==> src/ovp_pkg.sv <==
// Shared widths and pipeline item types for the circle overlap push block.
// No dependencies; used by every module of the block.
`timescale 1ns / 1ps
`default_nettype none
package ovp_pkg;
    localparam int CW   = 24;             // coordinate width
    localparam int RW   = CW - 1;         // radius width
    localparam int OW   = CW + 1;         // push component width
    localparam int SQW  = 2 * CW;         // width of a square
    localparam int IW   = $clog2(OW);     // index width for the cell rows

    typedef struct packed {
        logic          hit;
        logic          zero;
        logic          nx;
        logic          ny;
        logic [CW-1:0] mx;
        logic [CW-1:0] my;
        logic [CW-1:0] r;
        logic [SQW-1:0] rem;
        logic [CW-1:0] root;
    } t_root_item;

    typedef struct packed {
        logic          hit;
        logic          zero;
        logic          nx;
        logic          ny;
        logic [CW-1:0] r;
        logic [CW-1:0] l;
        logic [SQW-1:0] remx;
        logic [SQW-1:0] remy;
        logic [OW-1:0] qx;
        logic [OW-1:0] qy;
    } t_div_item;
endpackage
`default_nettype wire

==> src/ovp_div_cell.sv <==
// One quotient bit of restoring division, x and y lanes side by side.
// Depends on ovp_pkg.
`timescale 1ns / 1ps
`default_nettype none
module ovp_div_cell (
    input  wire logic                 i_clk,
    input  wire logic                 i_rst_n,
    input  wire logic                 i_en,
    input  wire logic [ovp_pkg::IW-1:0] i_idx,
    input  wire logic                 i_vld,
    input  wire ovp_pkg::t_div_item   i_item,
    output logic                      o_vld,
    output ovp_pkg::t_div_item        o_item
);
    import ovp_pkg::*;

    logic [SQW+OW-1:0] w_dvs;
    t_div_item         n_item;
    t_div_item         r_item;
    logic              r_vld;

    always_comb begin
        w_dvs  = (SQW+OW)'(i_item.l) << i_idx;
        n_item = i_item;
        if ((SQW+OW)'(i_item.remx) >= w_dvs) begin
            n_item.remx = SQW'((SQW+OW)'(i_item.remx) - w_dvs);
            n_item.qx   = i_item.qx | (OW'(1) << i_idx);
        end
        if ((SQW+OW)'(i_item.remy) >= w_dvs) begin
            n_item.remy = SQW'((SQW+OW)'(i_item.remy) - w_dvs);
            n_item.qy   = i_item.qy | (OW'(1) << i_idx);
        end
    end

    always_ff @(posedge i_clk) begin
        if (!i_rst_n) begin
            r_vld <= 1'b0;
        end else if (i_en) begin
            r_vld <= i_vld;
        end
    end

    always_ff @(posedge i_clk) begin
        if (i_en) begin
            r_item <= n_item;
        end
    end

    assign o_vld  = r_vld;
    assign o_item = r_item;
endmodule
`default_nettype wire

==> config.mk <==
export PLATFORM = sky130hd
export DESIGN_NAME = ovp_div_cell
export DESIGN_NICKNAME = d
export VERILOG_FILES = /design/src/ovp_pkg.sv /design/src/ovp_div_cell.sv
export SDC_FILE = /design/constraint.sdc
export NUM_CORES = 1
export LEC_CHECK = 0
export BUFFER_PORTS_ARGS = -buffer_cell sky130_fd_sc_hd__buf_2
export CORE_UTILIZATION = 40
export CTS_CLUSTER_DIAMETER = 80
export CTS_CLUSTER_SIZE = 8
export DETAILED_ROUTE_END_ITERATION = 6
export SKIP_LAST_GASP = 1
export SLEW_MARGIN = 20
export SYNTH_ARGS = -nofsm -noshare
export SYNTH_HDL_FRONTEND = slang
export SYNTH_SLANG_ARGS = --single-unit
==> constraint.sdc <==
create_clock -name i_clk -period 10.1 [get_ports i_clk]
set_input_delay 0.505 -clock i_clk [delete_from_list [all_inputs] [get_ports i_clk]]
set_output_delay 0.505 -clock i_clk [all_outputs]
set_load 0.02 [all_outputs]
Word-level counts from Yosys, hierarchy flattened:

Index checks and enable logic that the tools add are counted.

* logic and storage cells: 23
* latch bits: 0
* ROM bits: 0
* input port bits: 207
* bits in writable memories: 0
* bits in registers: 199
* output and inout port bits: 199
* memories kept: 0

* multiplexer cells: 4
* $add $sub $neg: 2
* shifts and indexed selects: 2
* div/mod/pow operators: 0
* equality and inequality tests: 0
* multipliers: 0
* bitwise gates (word level): 2
* reductions and logical operators: 0
* order comparisons: 2

Operator list (number)
* $ge A48 B73 Y1: 2
* $mux W48: 2
* $sub A48 B48 Y48: 2
* $shl A24 B5 Y73: 1
* $mux W25: 2
* $or A25 B25 Y25: 2
* $shl A1 B5 Y25 const A: 1

Logic depth before layout (Yosys ltp):

* depth in word-level cells: 3
* gate-level depth with buffers: 25
* depth with buffers taken out: 19

Worst setup path after synthesis:

No wires, ideal clock.

* path kind: input to register
* start: input i_idx[0] in the netlist's numbering
* end: register r_item, in the netlist o_item[61], data pin
* library setup time: 0.262 ns
* slack: 5.423 ns
* arrival time: 4.414 ns
* data required time: 9.838 ns
* cell stages on the path: 20
* path buffers: 5
* path through: buf_6 > buf_2 > buf_2 > mux2_2 > o21ai_0 > inv_1 > a22oi_1 > a21oi_1 > mux2i_1 > ha_1 > clkbuf_1 > a21oi_1 > o21ai_1 > a21oi_1 > a21oi_1 > nor3_1 > a21oi_2 > a21oi_2 > buf_4 > mux2_1

RTL lines
* start, declared: line ovp_div_cell.sv:9 `input wire logic [ovp_pkg::IW-1:0] i_idx,`
* end signal, assigned: line ovp_div_cell.sv:45 `r_item <= n_item;`
* end, declared: line ovp_div_cell.sv:19 `t_div_item r_item;`

==> impl_results.md <==
- Outcome: finished, final reports clean
- Area growth, synth to finish: 20.00%
- Dominant cell type by area after synthesis: edfxtp_1
- Die W: roughly 190 um
- Async S/R FF share, synth: 0%
- Final antenna-violating net count: 0
- Cell-internal power: 1769 uW
- Detailed-route via count: ~13000
- Fmax: roughly 0.16 GHz
- WP data required: slightly above 10 ns
- Hold Vio Cnt, Final: 0
- Netlist cell types: between 70 and 80
- H-tree depth: 4
- RD Place Congestion: 0.9282
- Worst path cell trace: buf_2 > inv_1 > nor3_1 > a22oi_1 > a21oi_1 > mux2i_1 > ha_1 > a21oi_1 > o21ai_1 > a2111o_1 > a211o_1 > nand2_1 > o31a_2 > buf_4 > mux2_1
- Via density: between 5 and 6
- Hold_buf cts: 0
- RSZ-0062 raised after global routing: false
- First-pass DRT Iterations: 5
- Non-Filler Instances: approximately 2300
- Total CTS buffers: 17
- Fin Clk Skew: 0 ns
- Post-synth top area share: 41.38%
- Cells after Synth: between 1500 and 2000
- Area occupied by multi-input gates: a little under 0.008 mm2
- DIE AREA: about 0.037 mm2
- Mean area per synthesized cell: 9.555 um2
- Final min period: 6.392 ns
- Synth area leaders: edfxtp_1 (41%), ha_1 (8.4%), nand2_1 (5.7%)
- Dpl cells: between 2000 and 2500
- Seq cells post-synth: about 200
- Crit path top cell by count: a21oi_1
- Pre-CTS setup slack: approximately 3.2 ns
- Largest net degree at the start of global routing: around 130
- FF+latch area: around 0.0060 mm2
- Grt total ovfl: 0
- CP Max Fanout: just under 70
- Final wirelength: about 49000 um
- Mapped Nets: roughly 1800
- Mapped cell area: between 0.01 and 0.015 mm2
- Number of flops mapped to enable cells by yosys: 198
- Period utilization: around 63%
- Sequential share of power: 37.6%
- Clock latency on the worst-skew pair: approximately 0.46 ns
- Clock Tree Buf Depth: 2
- Worst Setup End Kind: flip-flop
- PostCTS Resize Cnt: 0
- PwrDens: between 150 and 200 mW/mm2
- CTS root buf: clkbuf_16
- CP max stage delay: approximately 0.87 ns
- Crit Path Class: in2reg
- Max Cap Violations: 0
- Slew Limit Fails: 0
- Top FF cell, synth: edfxtp_1
- Site row count: 69
- GRT Resource Usage Total: 25.78%
- Setup violations, final: 0
- Worst-Margin Slew: approximately 1.1 ns
- Clock Pin Slew Worst Setup and Hold Paths: around 0.080 ns
- Switching Fraction: about two fifths
- Slew headroom: about a quarter
- Worst path arrival time: 6.61 ns
- 1st-iter DRT viols: about 1100
- Clock power frac: between 20 and 25%
- CTS Sinks: 199
- Residual DRC count: 0
- Sw power: 1100 uW
- Layout cells sized above 1: between 20% and 30%
- Layout Nets: approximately 2200
- PnR worst setup slack: roughly 3.7 ns
- Synth warn: 0
- Combinational power share: around two fifths
- First-pass GRT wire length: ~70000 um
- Peak VDD IR: 124.7 uV
- HPWL after detailed placement: between 30000 and 40000 um
- Filler Cell Count: between 3000 and 4000
- Slowest-stage cell, CP: nor3_1
- Post CTS Setup Buffer Count: 0
- Initial Util: between 40% and 50%
- Hold Crit Class: in2reg
- Port Buffers: between 400 and 500
- Buffers & Inverters on Critical Path: 3
- Hold WS: 0.2142 ns
- Pleak: roughly 0.0074 uW
- Initial antenna violation count: 4
- Startpoint types: input pin
- WL per Instance: around 21 um
- Sequential area share after synthesis: between 40 and 50%
- Die H: between 150 and 200 um
- Vias in the first global route: between 10000 and 15000
- Post-Route Setup TNS: 0 ns
- Crit-path leading delay family: compound AO/OA/AOI/OAI gates
- I/O Pins: 406
- TritonCTS clock tree: yes
- Core area: roughly 0.035 mm2
==> path summary, 6_finish.rpt <==
path	from	to	slack, ns	cells after the start
max reg2reg	o_vld	o_vld	9.50	2
min	i_item[175]	o_item[175]	0.21	1
min reg2reg	o_vld	o_vld	0.52	2
max	i_idx[2]	o_item[126]	3.71	15
==> layout by cell type (no fill, tap or decap), types with 19 or more instances in the layout <==
master      n
buf_2     404
nand2_1   219
edfxtp_1  198
a21oi_1   126
o21ai_0   105
ha_1       96
a21o_1     86
nor2_1     61
xnor2_1    54
o21ai_1    52
inv_1      33
nand3_1    30
xor2_1     28
o21bai_1   27
mux2i_1    26
nor2b_1    19
nor3_1     19
==> cells by family (layout without fill, tap and decap cells) <==
group,Yosys count,after routing,synth area share (%)
xor gates and xnor gates,82,82,4.998
adders and majority gates,98,98,8.637
muxes,46,46,4.031
and+or+nand+nor,436,436,13.93
buffers and inverters,116,477,3.518
DFF,199,199,41.52
AOI/OAI and AO/OA,527,527,23.37
other,0,3,0
==> sequential cells by signal, summed over array words and instances, names as in the netlist <==
name	flops
o_item	198
o_vld	1
==> power groups by stage <==
stage | Sequential [uW] | Clock (uW) | Combinational, uW
floorplan | 1230 | 0 | 604
global placement | 1100 | 0 | 1080
detailed placement | 1100 | 0 | 1080
CTS | 1080 | 716 | 1090
global route | 1090 | 743 | 1190
finish | 1080 | 695 | 1090
==> worst reg2reg max path: cells and delay by family, from the launching register on <==
family / cells / cell delay, ns
AND/OR/NAND/NOR: 1 / 0.06
flip-flops: 1 / 0.31
multiplexers: 1 / 0.11
==> layer usage <==
layer	GRT usage [%]	wire length, um	vias to the layer above
li1	-	-	6334
met1	34.18	21130	6055
met2	41.82	22990	537
met3	4.241	3223	60
met4	10.04	1365	0
met5	0	0	-
==> synth_stat cells (all sizes together) (5+ instances only) <==
cell type,count
nand2b,17
xor2,28
a211oi,11
xnor2,54
nand4,17
nor4,5
o31ai,9
o31a,5
buf,25
edfxtp,198
a31oi,16
nor2b,19
mux2i,26
a21boi,6
nand2,219
o21bai,27
nor3,21
ha,96
and3,14
o21a,13
and2,6
o22a,10
inv,34
or3,10
nor2,65
o211ai,6
o21ai,157
a21o,86
nand3,30
a31o,15
a21oi,130
mux2,12
mux4,8
clkbuf,56
==> final cells by class <==
class                           count  share of cell area, %
Sequential cell                   199                  34.60
Antenna cell                        3                0.04354
Inverter                           35                 0.7619
Timing Repair Buffer              410                  12.02
Tap cell                          461                  3.345
Clock inverter                     15                 0.9070
Clock buffer                       17                  2.467
Multi-Input combinational cell   1189                  45.86
==> through the flow <==
step	total power, uW	utilization, %	area (um2)
floorplan	1831	-	14370
global placement	2180	46.94	16650
detailed placement	2181	46.94	16650
CTS	2886	48.58	17240
global route	3022	48.59	17240
finish	2868	48.60	17240
(Power assumes the default switching activity.)
