`src/ovp_pkg.sv`:
```
// Shared widths and pipeline item types for the circle overlap push block.
// No dependencies; used by every module of the block.
`timescale 1ns / 1ps
`default_nettype none
package ovp_pkg;
    localparam int CW   = 24;             // coordinate width
    localparam int RW   = CW - 1;         // radius width
    localparam int OW   = CW + 1;         // push component width
    localparam int SQW  = 2 * CW;         // width of a square
    localparam int IW   = $clog2(OW);     // index width for the cell rows

    typedef struct packed {
        logic          hit;
        logic          zero;
        logic          nx;
        logic          ny;
        logic [CW-1:0] mx;
        logic [CW-1:0] my;
        logic [CW-1:0] r;
        logic [SQW-1:0] rem;
        logic [CW-1:0] root;
    } t_root_item;

    typedef struct packed {
        logic          hit;
        logic          zero;
        logic          nx;
        logic          ny;
        logic [CW-1:0] r;
        logic [CW-1:0] l;
        logic [SQW-1:0] remx;
        logic [SQW-1:0] remy;
        logic [OW-1:0] qx;
        logic [OW-1:0] qy;
    } t_div_item;
endpackage
`default_nettype wire

```
`src/ovp_sqrt_cell.sv`:
```
// One root bit of the digit-by-digit integer square root.
// Depends on ovp_pkg.
`timescale 1ns / 1ps
`default_nettype none
module ovp_sqrt_cell (
    input  wire logic                 i_clk,
    input  wire logic                 i_rst_n,
    input  wire logic                 i_en,
    input  wire logic [ovp_pkg::IW-1:0] i_idx,
    input  wire logic                 i_vld,
    input  wire ovp_pkg::t_root_item  i_item,
    output logic                      o_vld,
    output ovp_pkg::t_root_item       o_item
);
    import ovp_pkg::*;

    logic [SQW:0] w_trial;
    t_root_item   n_item;
    t_root_item   r_item;
    logic         r_vld;

    // trial = 2*root*2^idx + 4^idx
    always_comb begin
        w_trial = ((SQW+1)'(i_item.root) << ({1'b0, i_idx} + 1'b1))
                | ((SQW+1)'(1) << {i_idx, 1'b0});
        n_item = i_item;
        if ({1'b0, i_item.rem} >= w_trial) begin
            n_item.rem  = SQW'({1'b0, i_item.rem} - w_trial);
            n_item.root = i_item.root | (CW'(1) << i_idx);
        end
    end

    always_ff @(posedge i_clk) begin
        if (!i_rst_n) begin
            r_vld <= 1'b0;
        end else if (i_en) begin
            r_vld <= i_vld;
        end
    end

    always_ff @(posedge i_clk) begin
        if (i_en) begin
            r_item <= n_item;
        end
    end

    assign o_vld  = r_vld;
    assign o_item = r_item;
endmodule
`default_nettype wire

```
`config.mk`:
```
export PLATFORM = sky130hd
export DESIGN_NAME = ovp_sqrt_cell
export DESIGN_NICKNAME = d
export VERILOG_FILES = /design/src/ovp_pkg.sv /design/src/ovp_sqrt_cell.sv
export SDC_FILE = /design/constraint.sdc
export NUM_CORES = 1
export LEC_CHECK = 0
export ABC_CLOCK_PERIOD_IN_PS = 10300
export BUFFER_PORTS_ARGS = -buffer_cell sky130_fd_sc_hd__buf_2
export CORE_ASPECT_RATIO = 1.2
export CORE_UTILIZATION = 35
export CTS_CLUSTER_DIAMETER = 80
export DETAILED_ROUTE_END_ITERATION = 8
export PLACE_DENSITY_LB_ADDON = 0.1
export REMOVE_ABC_BUFFERS = 1
export SLEW_MARGIN = 40
export SYNTH_ARGS = -nofsm -noshare
export SYNTH_HDL_FRONTEND = slang
export SYNTH_SLANG_ARGS = --single-unit
```
`constraint.sdc`:
```
create_clock -name i_clk -period 10.3 [get_ports i_clk]
set_clock_uncertainty 0.05 [all_clocks]
set_input_delay 2.06 -clock i_clk [delete_from_list [all_inputs] [get_ports i_clk]]
set_output_delay 2.06 -clock i_clk [all_outputs]
set_load 0.02 [all_outputs]
```
# Yosys cells after proc, flatten, opt, wreduce, memory -nomap -nowiden
# Cells that the tools add are included.
# W data, S select, Z words.
[classes] eq_ne=0 shift=3 n_bitwise=2 div=0 muxes=1 reduce_logical=0 n_mul=0 add_sub_neg=2 magnitude_cmp=1
[op_table] op="$mux W72" n=1
[op_table] op="$ge A48 B49 Y1" n=1
[op_table] op="$or A49 B49 Y49" n=1
[op_table] op="$shl A1 B6 Y49 const A" n=1
[op_table] op="$shl A24 B6 Y49" n=1
[op_table] op="$sub A48 B48 Y48" n=1
[op_table] op="$or A24 B24 Y24" n=1
[op_table] op="$shl A1 B5 Y24 const A" n=1
[op_table] op="$add A5 B1 Y6 const B" n=1
[word_totals] word_cells=19 mem_bits_ro=0 latchBits=0 output_inout_bits=149 mem_bits_rw=0 ff_bits=149 mem_count=0

# Longest topological paths before layout
[depth] depth_word=5 mapped_depth=26

# Worst setup path before layout
# Ideal clock, no wire load.
[synth_path] path_kind="in2reg" from="input port i_idx[0] (netlist name)" to="register r_item, in the netlist o_item[14] (data pin)" cell_stages=25 arrival_ps=6956 path_slack_ps=3038 n_path_buf=6 cell_sequence="clkinv_1 > ha_1 > buf_4 > buf_2 > buf_1 > clkbuf_1 > mux4_2 > mux2i_1 > nand2_1 > o21ai_0 > o21ai_0 > a32oi_1 > ha_1 > clkbuf_1 > a21oi_1 > inv_1 > a21oi_1 > o21a_1 > o21ai_0 > o2111a_1 > o21ai_0 > o21ai_2 > and2_1 > buf_2 > a31o_2"
[synth_lines] element="start: declaration" line_no="ovp_sqrt_cell.sv:9" source="input wire logic [ovp_pkg::IW-1:0] i_idx,"
[synth_lines] element="end signal: assignment" line_no="ovp_sqrt_cell.sv:43" source="r_item <= n_item;"
[synth_lines] element="end: declaration" line_no="ovp_sqrt_cell.sv:19" source="t_root_item r_item;"

==> summary.json <==
{
  "timing.hold.worst.class": "reg2reg",
  "place_congestion": 0.909,
  "max_slew.worst_pin.slew_ns": 0.903,
  "drc": 0,
  "power.ir.vdd_worst_v": 0.0000864,
  "grt_busiest_layer": "met2",
  "number_of_design_rule_violations_left_by_the_first_detailed_router_iteration": 589,
  "n_antenna_cell": 0,
  "cts_tree": "built",
  "gr-usage-met3_pct": 4.75,
  "power_leakage_uw": 0.00527,
  "holdWs_ns": 0.467,
  "timing.final.hold_violations": 0,
  "totalNegativeSetupSlack_ns": 0,
  "post_drt_via_cell_ratio": 5.38,
  "synth.distinct_cells": 62,
  "worst_setup_end_kind": "register",
  "worstPathArrival_ns": 8.37,
  "mappedNetlistArea_um2": 9850,
  "grt_pass1_vias": 8298,
  "drive_gt1_share_pct": 31.5,
  "port_buffers": 305,
  "drt_pre_antenna_iters": 5,
  "postSynth.asyncResetShare_pct": 0,
  "mostFrequentLayoutCell": "sky130_fd_sc_hd__buf_2",
  "slowest_stage": "sky130_fd_sc_hd__ha_1",
  "cts.hold.buffers_added": 0,
  "routed_wirelength_um": 33800,
  "timing.fmax_ghz": 0.121,
  "fp.coreArea_um2": 27400,
  "synth-edff-count": 148,
  "most-common-layout-cells": "sky130_fd_sc_hd__buf_2, sky130_fd_sc_hd__edfxtp_1, sky130_fd_sc_hd__a21oi_1, sky130_fd_sc_hd__nor2_1, sky130_fd_sc_hd__nand2_1",
  "die-area_um2": 28800,
  "placement.cell_area_um2": 11800,
  "nets": 1449,
  "chipWidth_um": 155,
  "overflow": 0,
  "floorplan.initialDensity_pct": 35.9,
  "use_met1_pct": 27.3,
  "max_transition_margin_pct": 39.7,
  "timing.final.crit_period_ns": 8.23,
  "wire_length_of_the_first_global_routing_pass_um": 49300,
  "ctsLongestPathBuffers": 2,
  "slew_violations": 0,
  "ys.warnings.count": 0,
  "worstSkewPairLatency_ns": 0.43,
  "wl_per_cell_um": 20.8,
  "syn_to_final_growth_pct": 25.1,
  "clk_pin_slew_worst_paths_ns": 0.06,
  "synthFlopType": "sky130_fd_sc_hd__edfxtp_1",
  "largest_net_degree_at_the_start_of_global_routing": 88,
  "outcome": "completed",
  "cts_buffers": 17,
  "cpLargestDelayFamily": "compound AO/OA/AOI/OAI gates",
  "num-fill-cells": 2707,
  "synth_sequential_area_ratio_pct": 45.3,
  "clk_root_buf": "sky130_fd_sc_hd__clkbuf_16",
  "max_cap_viol_count": 0,
  "cp_slowest_stage_delay_ns": 0.75,
  "cts_resized": 0,
  "crit_path_category": "in2reg",
  "finalSetupViolations": 0,
  "ios": 306,
  "gate_count_post_synth": 952,
  "power_density_nw_per_um2": 184,
  "ff_latch_area_um2": 4460,
  "crit_fanout": 22,
  "numClockSinks": 149,
  "vias": 8732,
  "drt.antenna.violating_nets": 0,
  "postSynthRegisterBits": 149,
  "postCtsSetupBuffers": 0,
  "post-route-period-util_pct": 79.9,
  "finalInstanceArea_um2": 12300,
  "chipHeight_um": 186,
  "crit_chain": "buf_2, clkinv_1, ha_1, buf_4, mux4_2, mux4_2, mux2_2, a22oi_1, ha_1, nand2_1, o21ai_0, o32ai_1, nand2b_1, a211oi_1, o2111a_1, o21ai_0, o21ai_4, buf_4, mux2_2",
  "worst_path_required_ns": 10.44,
  "avgSynthCellArea_um2": 10.4,
  "multi_input_area_um2": 5120,
  "grt_util_all_layers_pct": 23.1,
  "ctsHtreeMaxLevel": 4,
  "gr-usage-met2_pct": 40.2,
  "number_of_antenna_violations_at_the_first_check_in_global_routing": 0,
  "rsz0062_at_grt": "no",
  "startpoint_type": "primary input",
  "post-dp-hpwl_um": 26200,
  "rows": 66,
  "critical_path_buf_inv_count": 4
}
==> state kept, by name, indices dropped and copies added (netlist names) <==
signal  count
o_item    148
o_vld       1
==> worst min-delay path: cells and delay by family, from the launching register on <==
| family | cells | cell delay (ns) |
|---|---|---|
| flops | 1 | 0.32 |
| mux | 1 | 0.06 |
| simple gates | 1 | 0.10 |
==> through the flow <==
stage / cells / utilization (%) / power, uW / worst slack (ns)
finish: 1622 / 45.0 / 2270 / 2.07
global route: 1622 / 45.0 / 2390 / 1.58
CTS: 1622 / 44.9 / 2280 / 2.10
detailed placement: 1591 / 42.9 / 1650 / 1.63
global placement: 1591 / 42.8 / 1660 / 1.86
floorplan: 901 / - / 1370 / 1.35
==> kinds of logic after synthesis <==
group	share of synthesized area, %
XOR/XNOR	4.18
buffers and inverters	3.05
adder cells (fa/ha/maj)	7.19
AO/OA/AOI/OAI	19.3
multiplexers	8.74
AND/OR/NAND/NOR	12.3
flip-flops	45.3
==> where the power goes <==
group          switching [uW]  internal [uW]
Sequential               18.5            768
Combinational             536            322
Clock                     283            338
Total                     837           1430
==> Yosys cell counts (all sizes together) (4+ instances only) <==
master / instances / area share (%)
edfxtp: 148 / 45
a21oi: 110 / 5.6
nor2: 88 / 3.4
nand2: 81 / 3.1
ha: 55 / 7.0
a21o: 47 / 3.6
o21ai: 45 / 2.3
mux2i: 32 / 3.3
xnor2: 32 / 2.8
clkbuf: 31 / 1.2
buf: 20 / 1.1
inv: 19 / 0.72
mux2: 18 / 2.1
nand3: 17 / 0.86
a31oi: 15 / 0.95
mux4: 15 / 3.4
xor2: 15 / 1.3
nor2b: 13 / 0.83
a22oi: 12 / 0.91
o21bai: 12 / 0.91
a211oi: 11 / 0.89
and2: 11 / 0.70
and3: 11 / 0.70
nand2b: 9 / 0.57
nand4: 9 / 0.57
nor3: 8 / 0.41
a32oi: 6 / 0.53
o22ai: 5 / 0.32
a221oi: 4 / 0.36
o21a: 4 / 0.30
or3: 4 / 0.25
==> area by class of cell <==
cell class | count | share of cell area, %
Tap cell | 374 | 3.80
Clock inverter | 14 | 1.14
Timing Repair Buffer | 316 | 13.2
Clock buffer | 17 | 3.45
Sequential cell | 149 | 36.2
Inverter | 20 | 0.609
Multi-Input combinational cell | 732 | 41.6
==> routing by layer <==
| layer | vias to the layer above | wire [um] |
|---|---|---|
| li1 | 4184 | - |
| met4 | 0 | 1160 |
| met5 | - | 0 |
| met3 | 51 | 2150 |
| met2 | 384 | 16700 |
| met1 | 4113 | 13800 |
==> path summary, 6_finish.rpt <==
| kind | start | endpoint | slack (ns) | cells past startpoint |
|---|---|---|---|---|
| worst max-delay path | i_idx[0] | o_item[53]$_DFFE_PP_ | 2.07 | 19 |
| worst min-delay path | o_vld$_SDFFE_PN0P_ | o_vld$_SDFFE_PN0P_ | 0.47 | 2 |
| worst max register to register | o_vld$_SDFFE_PN0P_ | o_vld$_SDFFE_PN0P_ | 9.67 | 2 |
| worst min register to register | o_vld$_SDFFE_PN0P_ | o_vld$_SDFFE_PN0P_ | 0.47 | 2 |
Note: power is estimated with default switching activity, not from simulation.
